==> config.mk <==
export PLATFORM = sky130hd
export DESIGN_NAME = button_nav_refresh_controller_unit
export DESIGN_NICKNAME = d
export VERILOG_FILES = /design/src/hw/rtl/bnrc_pkg.sv /design/src/hw/rtl/bnrc_debounce.sv /design/src/hw/rtl/button_nav_refresh_controller_unit.sv
export SDC_FILE = /design/constraint.sdc
export NUM_CORES = 1
export LEC_CHECK = 0
export BUFFER_PORTS_ARGS = -buffer_cell sky130_fd_sc_hd__buf_4
export CAP_MARGIN = 20
export CORE_UTILIZATION = 45
export CTS_BUF_LIST = sky130_fd_sc_hd__clkbuf_16
export DETAILED_ROUTE_END_ITERATION = 10
export PLACE_DENSITY = 0.6
export SLEW_MARGIN = 10
export SYNTH_ARGS = -nofsm -noshare
export SYNTH_HDL_FRONTEND = slang
export SYNTH_SLANG_ARGS = --single-unit
==> constraint.sdc <==
create_clock -name clk -period 5.25 [get_ports clk]
set_clock_uncertainty 0.1 [all_clocks]
set_input_delay 0.525 -clock clk [delete_from_list [all_inputs] [get_ports clk]]
set_output_delay 0.525 -clock clk [all_outputs]
set_load 0.05 [all_outputs]
==> src/hw/rtl/bnrc_pkg.sv <==
// Package of the button navigation and refresh controller.
// Holds payload structs, register widths, button numbering and defaults; no dependencies.
package bnrc_pkg;

    // Register widths and reset values.
    localparam int DB_W      = 8;
    localparam int PERIOD_W  = 24;
    localparam int FULL_W    = 5;
    localparam int CFG_IDX_W = 2;
    localparam int CFG_DATA_W = PERIOD_W;

    localparam logic [DB_W-1:0]     DEBOUNCE_RESET = 8'd25;
    localparam logic [PERIOD_W-1:0] PERIOD_RESET   = 24'd900000;
    localparam logic [FULL_W-1:0]   FULL_RESET     = 5'd12;
    localparam logic [PERIOD_W-1:0] TICK_MAX       = {PERIOD_W{1'b1}};
    localparam logic [DB_W-1:0]     COUNT_MAX      = {DB_W{1'b1}};
    localparam logic [FULL_W-1:0]   PARTIAL_MAX    = {FULL_W{1'b1}};

    // Configuration register indexes.
    localparam logic [CFG_IDX_W-1:0] CFG_DEBOUNCE_MS  = 2'd0;
    localparam logic [CFG_IDX_W-1:0] CFG_REFRESH_MS   = 2'd1;
    localparam logic [CFG_IDX_W-1:0] CFG_SCRUB_GAP    = 2'd2;

    // Page and row defaults.
    localparam int PAGES_DEFAULT = 3;
    localparam int ROWS_DEFAULT  = 4;
    localparam logic [1:0] ACT_PAGE = 2'd2;

    // Button numbering.
    localparam int NBTN     = 5;
    localparam int BTN_MENU = 0;
    localparam int BTN_EXIT = 1;
    localparam int BTN_UP   = 2;
    localparam int BTN_DOWN = 3;
    localparam int BTN_CONF = 4;

    typedef logic [DB_W-1:0] db_ms_t;

    typedef struct packed {
        logic menu_level;
        logic exit_level;
        logic up_level;
        logic down_level;
        logic confirm_level;
    } bnrc_in_t;

    typedef struct packed {
        logic [1:0] page_shown;
        logic [1:0] focus_row;
        logic       full_redraw;
        logic       data_refresh;
        logic       toggle_request;
    } bnrc_out_t;

endpackage

==> src/hw/rtl/bnrc_debounce.sv <==
// Debouncer for one active-low button: reports one press per settled transition to pressed.
// Depends on bnrc_pkg for the count width.
module bnrc_debounce
(
    input  logic            clk,
    input  logic            rst_n,
    input  logic            enable,
    input  logic            level,
    input  bnrc_pkg::db_ms_t debounce_ms,
    output logic            press
);
    import bnrc_pkg::*;

    logic   last_reg, last_next;
    logic   settled_reg, settled_next;
    db_ms_t count_reg, count_next;
    logic   raw;
    logic   accept;

    // A change of level restarts the count; a steady level counts up and saturates.
    always_comb
    begin
        raw = ~level;
        last_next = raw;
        if (raw != last_reg)
        begin
            count_next = '0;
        end
        else if (count_reg != COUNT_MAX)
        begin
            count_next = count_reg + 1'b1;
        end
        else
        begin
            count_next = count_reg;
        end
        accept = (count_next >= debounce_ms) && (raw != settled_reg);
        settled_next = accept ? raw : settled_reg;
        press = accept & raw;
    end

    // State advances once per processed millisecond.
    always_ff @(posedge clk or negedge rst_n)
    begin
        if (!rst_n)
        begin
            last_reg    <= 1'b0;
            settled_reg <= 1'b0;
            count_reg   <= '0;
        end
        else if (enable)
        begin
            last_reg    <= last_next;
            settled_reg <= settled_next;
            count_reg   <= count_next;
        end
    end

endmodule

==> src/hw/rtl/button_nav_refresh_controller_unit.sv <==
// Top level of the button navigation and refresh controller.
// Depends on bnrc_pkg and bnrc_debounce.
//
// Usage: each request on the input channel is one elapsed millisecond and carries
// the raw active-low levels of the menu, exit, up, down and confirm buttons.
// A request is taken at a rising edge with in_valid high and in_stall low.
// A millisecond that changes the page, fires the data tick or acts on the
// actuator page yields one result request; other milliseconds yield none.
// Results are taken at a rising edge with out_valid high and out_stall low.
// A result passes through the input register, loaded at the accepting edge, and
// the result register, loaded when the input stage advances. Throughput: one
// input per cycle while the receiver does not stall, set by the single pass of
// debounce, page and redraw logic between them. When the receiver stalls the
// result register holds and the input register fills; in_stall then rises until
// the result is taken. Configuration: cfg_we writes cfg_data to the register
// chosen by cfg_index (0 debounce, 1 refresh period, 2 full-redraw spacing); the
// user must write only while the block is idle, which the block does not enforce.
// Reset clears the valid flags and controller state and loads the default values.
module button_nav_refresh_controller_unit
#(
    parameter int PAGES = bnrc_pkg::PAGES_DEFAULT,
    parameter int ROWS  = bnrc_pkg::ROWS_DEFAULT
)
(
    input  logic                                clk,
    input  logic                                rst_n,
    input  logic                                in_valid,
    output logic                                in_stall,
    input  bnrc_pkg::bnrc_in_t                  in_data,
    output logic                                out_valid,
    input  logic                                out_stall,
    output bnrc_pkg::bnrc_out_t                 out_data,
    input  logic                                cfg_we,
    input  logic [bnrc_pkg::CFG_IDX_W-1:0]      cfg_index,
    input  logic [bnrc_pkg::CFG_DATA_W-1:0]     cfg_data
);
    import bnrc_pkg::*;

    localparam logic [1:0] LAST_PAGE = 2'(PAGES - 1);
    localparam logic [1:0] LAST_ROW  = 2'(ROWS - 1);

    // Configuration registers.
    db_ms_t              debounce_ms_reg;
    logic [PERIOD_W-1:0] period_reg;
    logic [FULL_W-1:0]   scrub_gap_reg;

    // Input stage.
    logic     in_valid_reg;
    bnrc_in_t in_data_reg;

    // Controller state.
    logic [PERIOD_W-1:0] tick_reg, tick_next;
    logic [1:0]          page_reg, page_next;
    logic [1:0]          focus_reg, focus_next;
    logic [FULL_W-1:0]   partials_reg, partials_next;

    // Result stage.
    logic      out_valid_reg;
    bnrc_out_t out_data_reg;
    logic      emit;
    bnrc_out_t result;

    logic             advance;
    logic [NBTN-1:0]  levels;
    logic [NBTN-1:0]  press;
    logic [PERIOD_W-1:0] tick_inc;
    logic             tick;
    logic             page_changed;
    logic             in_page;
    logic             full;

    // The input stage moves on when the result register is free or being emptied.
    assign advance  = in_valid_reg && (!out_valid_reg || !out_stall);
    assign in_stall = in_valid_reg && !advance;
    assign out_valid = out_valid_reg;
    assign out_data  = out_data_reg;

    // Configuration writes.
    always_ff @(posedge clk or negedge rst_n)
    begin
        if (!rst_n)
        begin
            debounce_ms_reg <= DEBOUNCE_RESET;
            period_reg      <= PERIOD_RESET;
            scrub_gap_reg   <= FULL_RESET;
        end
        else if (cfg_we)
        begin
            case (cfg_index)
                CFG_DEBOUNCE_MS: debounce_ms_reg <= cfg_data[DB_W-1:0];
                CFG_REFRESH_MS:  period_reg      <= cfg_data[PERIOD_W-1:0];
                CFG_SCRUB_GAP:   scrub_gap_reg   <= cfg_data[FULL_W-1:0];
                default:         ;
            endcase
        end
    end

    // Input register.
    always_ff @(posedge clk or negedge rst_n)
    begin
        if (!rst_n)
        begin
            in_valid_reg <= 1'b0;
        end
        else if (in_valid && !in_stall)
        begin
            in_valid_reg <= 1'b1;
        end
        else if (advance)
        begin
            in_valid_reg <= 1'b0;
        end
    end

    always_ff @(posedge clk)
    begin
        if (in_valid && !in_stall)
        begin
            in_data_reg <= in_data;
        end
    end

    // One debouncer per button.
    always_comb
    begin
        levels           = '0;
        levels[BTN_MENU] = in_data_reg.menu_level;
        levels[BTN_EXIT] = in_data_reg.exit_level;
        levels[BTN_UP]   = in_data_reg.up_level;
        levels[BTN_DOWN] = in_data_reg.down_level;
        levels[BTN_CONF] = in_data_reg.confirm_level;
    end

    for (genvar b = 0; b < NBTN; b++)
    begin : g_btn
        bnrc_debounce u_debounce
        (
            .clk         (clk),
            .rst_n       (rst_n),
            .enable      (advance),
            .level       (levels[b]),
            .debounce_ms (debounce_ms_reg),
            .press       (press[b])
        );
    end

    // Data tick, page stepping, focus and redraw scheduling for one millisecond.
    always_comb
    begin
        tick_inc = (tick_reg != TICK_MAX) ? tick_reg + 1'b1 : tick_reg;
        tick = (tick_inc >= period_reg);
        tick_next = tick ? '0 : tick_inc;
        page_changed = tick;

        page_next = page_reg;
        if (press[BTN_MENU])
        begin
            page_next = (page_next == 2'd0) ? LAST_PAGE : page_next - 1'b1;
            page_changed = 1'b1;
        end
        if (press[BTN_EXIT])
        begin
            page_next = (page_next == LAST_PAGE) ? 2'd0 : page_next + 1'b1;
            page_changed = 1'b1;
        end

        focus_next = focus_reg;
        in_page = 1'b0;
        if ((page_next == ACT_PAGE) && !page_changed)
        begin
            if (press[BTN_UP])
            begin
                focus_next = (focus_next == 2'd0) ? LAST_ROW : focus_next - 1'b1;
                in_page = 1'b1;
            end
            if (press[BTN_DOWN])
            begin
                focus_next = (focus_next == LAST_ROW) ? 2'd0 : focus_next + 1'b1;
                in_page = 1'b1;
            end
            if (press[BTN_CONF])
            begin
                in_page = 1'b1;
            end
        end

        // A page change is always full; once the allowed partials are used up,
        // the next partial becomes a full scrub.
        partials_next = partials_reg;
        full = 1'b0;
        if (page_changed)
        begin
            full = 1'b1;
            partials_next = '0;
        end
        else if (in_page)
        begin
            if (partials_reg >= scrub_gap_reg)
            begin
                full = 1'b1;
                partials_next = '0;
            end
            else if (partials_reg != PARTIAL_MAX)
            begin
                partials_next = partials_reg + 1'b1;
            end
        end

        emit = page_changed || in_page;
        result.page_shown     = page_next;
        result.focus_row      = focus_next;
        result.full_redraw    = full;
        result.data_refresh   = tick;
        result.toggle_request = in_page && press[BTN_CONF];
    end

    // Controller state.
    always_ff @(posedge clk or negedge rst_n)
    begin
        if (!rst_n)
        begin
            tick_reg     <= '0;
            page_reg     <= '0;
            focus_reg    <= '0;
            partials_reg <= '0;
        end
        else if (advance)
        begin
            tick_reg     <= tick_next;
            page_reg     <= page_next;
            focus_reg    <= focus_next;
            partials_reg <= partials_next;
        end
    end

    // Result register.
    always_ff @(posedge clk or negedge rst_n)
    begin
        if (!rst_n)
        begin
            out_valid_reg <= 1'b0;
        end
        else if (advance)
        begin
            out_valid_reg <= emit;
        end
        else if (!out_stall)
        begin
            out_valid_reg <= 1'b0;
        end
    end

    always_ff @(posedge clk)
    begin
        if (advance)
        begin
            out_data_reg <= result;
        end
    end

endmodule

==> results.toml <==
[clock_network]
clockBufferDepth = 2
clk_latency_ps = 430
clock-sinks = 134
clk_pin_slew_ps = 60
cts_root_buffer = "clkbuf_16"
numCtsBuffers = 17
cts_setup_buffers = 0
htree_num_levels = 4
cts_tree = "built"

[timing]
fmax_mhz = 218
setup_viol = 0
setup_ws_ps = 660
drv_slew = 0
final_hold_viol_count = 0
fin_crit_ps = 4590
rsz0062_at_grt = "no"
slew_headroom_pct = 36.8
setup_tns_ps = 0
post-route-period-util_pct = 87.4
worst_pin_slew_ps = 943

[synth]
synth-async-reset-ratio_pct = 91.0
yosysTopAreaCellShare_pct = 30.7
netlist_area_um2 = 8630
synth_edf_count = 12
ys_warn_count = 0
syn_inst = 891
synthFlopType = "dfrtp_1"
synth_cell_types = 65
synth_seq_area_share_pct = 39.8
synth_top_cell_by_area = "dfrtp_1"
synth_area_leaders = "dfrtp_1, ha_1, mux2_2"
ys_ff_latch = 134
avgSynthCellArea_um2 = 9.69
synth_fp_nets = 1006

[die]
die_w_um = 140
core_um2 = 18800
dieArea_um2 = 19700
die_y_um = 140
ioPinCount = 45
row_count = 50
initial_core_util_pct = 46.0

[global_routing]
grt_pass1_vias = 6421
antenna_found_initial = 0
grt_usage_pct = 21.1
grt_pass1_wl_mm = 32.7
grt_max_degree = 59
grt-ovfl-total = 0

[pwr]
power.density_nw_per_um2 = 397
peakVddDrop_mv = 0.334
p_leak_uw = 0.00441

[setup_path]
crit_family = "simple AND/OR/NAND/NOR gates"
crit_arrival_ps = 4800
crit_buf_inv = 3
critPathRequiredTime_ps = 5460
cp-end-kind = "flip-flop"
path_max_fanout = 16
cp_cell_sequence = "ha_1 > inv_1 > nor3_1 > nand4_1 > and3b_1 > nand4_1 > nor2_1 > xor2_1 > ha_1 > nand4_1 > or3_1 > nor4_4 > nor2_4 > inv_2 > nor2_1 > buf_4 > a22o_1"
crit_slowest_cell = "dfrtp_1"
cp_common_cell = "nand4_1"
critPathMaxStageDelay_ps = 440
critPathKind = "flip-flop to flip-flop"
start_kind = "flip-flop"

[layout]
insertedDiodeCount = 0
layout_commonest_cell = "dfrtp_1"
fin_nets = 1050
largest_reg_flops = 40
final_cell_mix = "dfrtp_1, ha_1, nand2_1, nor2_1, inv_1"
drive_above_1_share_pct = 17.0
syn_to_final_growth_pct = 13.9

[worst_hold_path]
hold_path.class = "input port to flip-flop"

[flow_run]
drv_cap = 0

[detailed_routing]
via_per_inst = 5.56
drcViolationCount = 0
wl_per_cell_um = 16.2
dr_total_vias = 6572
drt-pass1-iter-count = 4
drtAntennaViolNets = 0
drt_iter0_markers = 372
drt_wl_total_mm = 19.1

[outcome]
status = "finished, final reports clean"

[placement]
place_hpwl_mm = 13.5
dp_slack_ps = 738
place_congestion = 0.845
portBuffers = 44
synthesized netlist by cell type, types with 3 or more instances:
master / n
a211oi_1: 11
a21o_1: 8
a21oi_1: 25
a22o_1: 15
a31oi_1: 13
and2_1: 5
and3_1: 8
buf_1: 5
buf_2: 4
clkbuf_1: 21
dfrtp_1: 106
dfstp_2: 16
edfxtp_1: 12
ha_1: 79
inv_1: 62
mux2_2: 43
mux2i_1: 18
nand2_1: 72
nand2b_1: 15
nand3_1: 26
nand4_1: 26
nor2_1: 71
nor2b_1: 9
nor3_1: 17
nor3b_1: 5
nor4_1: 6
o2111ai_1: 4
o21a_1: 5
o21ai_0: 42
o21ai_1: 10
o221ai_1: 4
o31a_1: 3
o31ai_1: 28
or2_1: 3
or4_1: 9
xnor2_1: 27
xor2_1: 20
where the power goes:
| part | leakage, uW | total (uW) | switching, uW | internal (uW) |
|---|---|---|---|---|
| registers | 0.00166 | 1470 | 200 | 1270 |
| clock network | 0.000296 | 1230 | 482 | 749 |
| logic | 0.00246 | 1200 | 687 | 516 |
layer usage:
layer / GRT usage [%] / share of wire, %
met5: 0 / 0
met4: 5.84 / 1.2
met3: 4.27 / 2.8
met2: 33.0 / 46
met1: 29.7 / 50
path summary, 6_finish.rpt:
path | from | end | slack (ps) | cells after the start
setup / recovery | tick_reg[0] | tick_reg[14] | 660 | 17
hold / removal | in_data[0] | in_data_reg[0] | 170 | 1
setup reg to reg | tick_reg[0] | tick_reg[14] | 660 | 17
hold reg to reg | period_reg[23] | period_reg[23] | 410 | 1
max in group asynchronous | rst_n | tick_reg[15] | 3620 | 3
min in group asynchronous | rst_n | period_reg[14] | 460 | 2
final cells by class:
type / instances / area, um^2
clock buffers: 17 / 425
clock inverters: 15 / 179
fillers: 1728 / 8940
inverters: 64 / 240
multi-input cells: 661 / 4830
flip-flops and latches: 134 / 3430
well taps: 234 / 293
repair buffers: 57 / 430
through the flow:
stage               instances  cell area, um^2  utilization (%)  power (uW)  hold WS, ps
floorplan                 891             8630                -        2350          129
global placement         1149             9210             49.1        2670          377
detailed placement       1149             9210             49.1        2680          377
CTS                      1182             9830             52.4        3940          157
global route             1182             9830             52.4        4190          153
finish                   1182             9830             52.4        3900          173
repair_timing:
item,in CTS,in global routing
hold endpoints to repair,21,0
resized for setup,0,0
hold buffers,1,0
cell families (layout without fill, tap and decap cells):
family,count (synthesis),after routing,synth area share (%)
flip-flops,134,134,39.8
buffers and inverters,96,153,4.36
AND/OR/NAND/NOR,284,284,16.7
multiplexers,61,61,7.70
adder cells (fa/ha/maj),79,79,11.5
XOR/XNOR,47,47,4.77
AO/OA/AOI/OAI,190,190,15.3
Note: power is estimated with default switching activity, not from simulation.
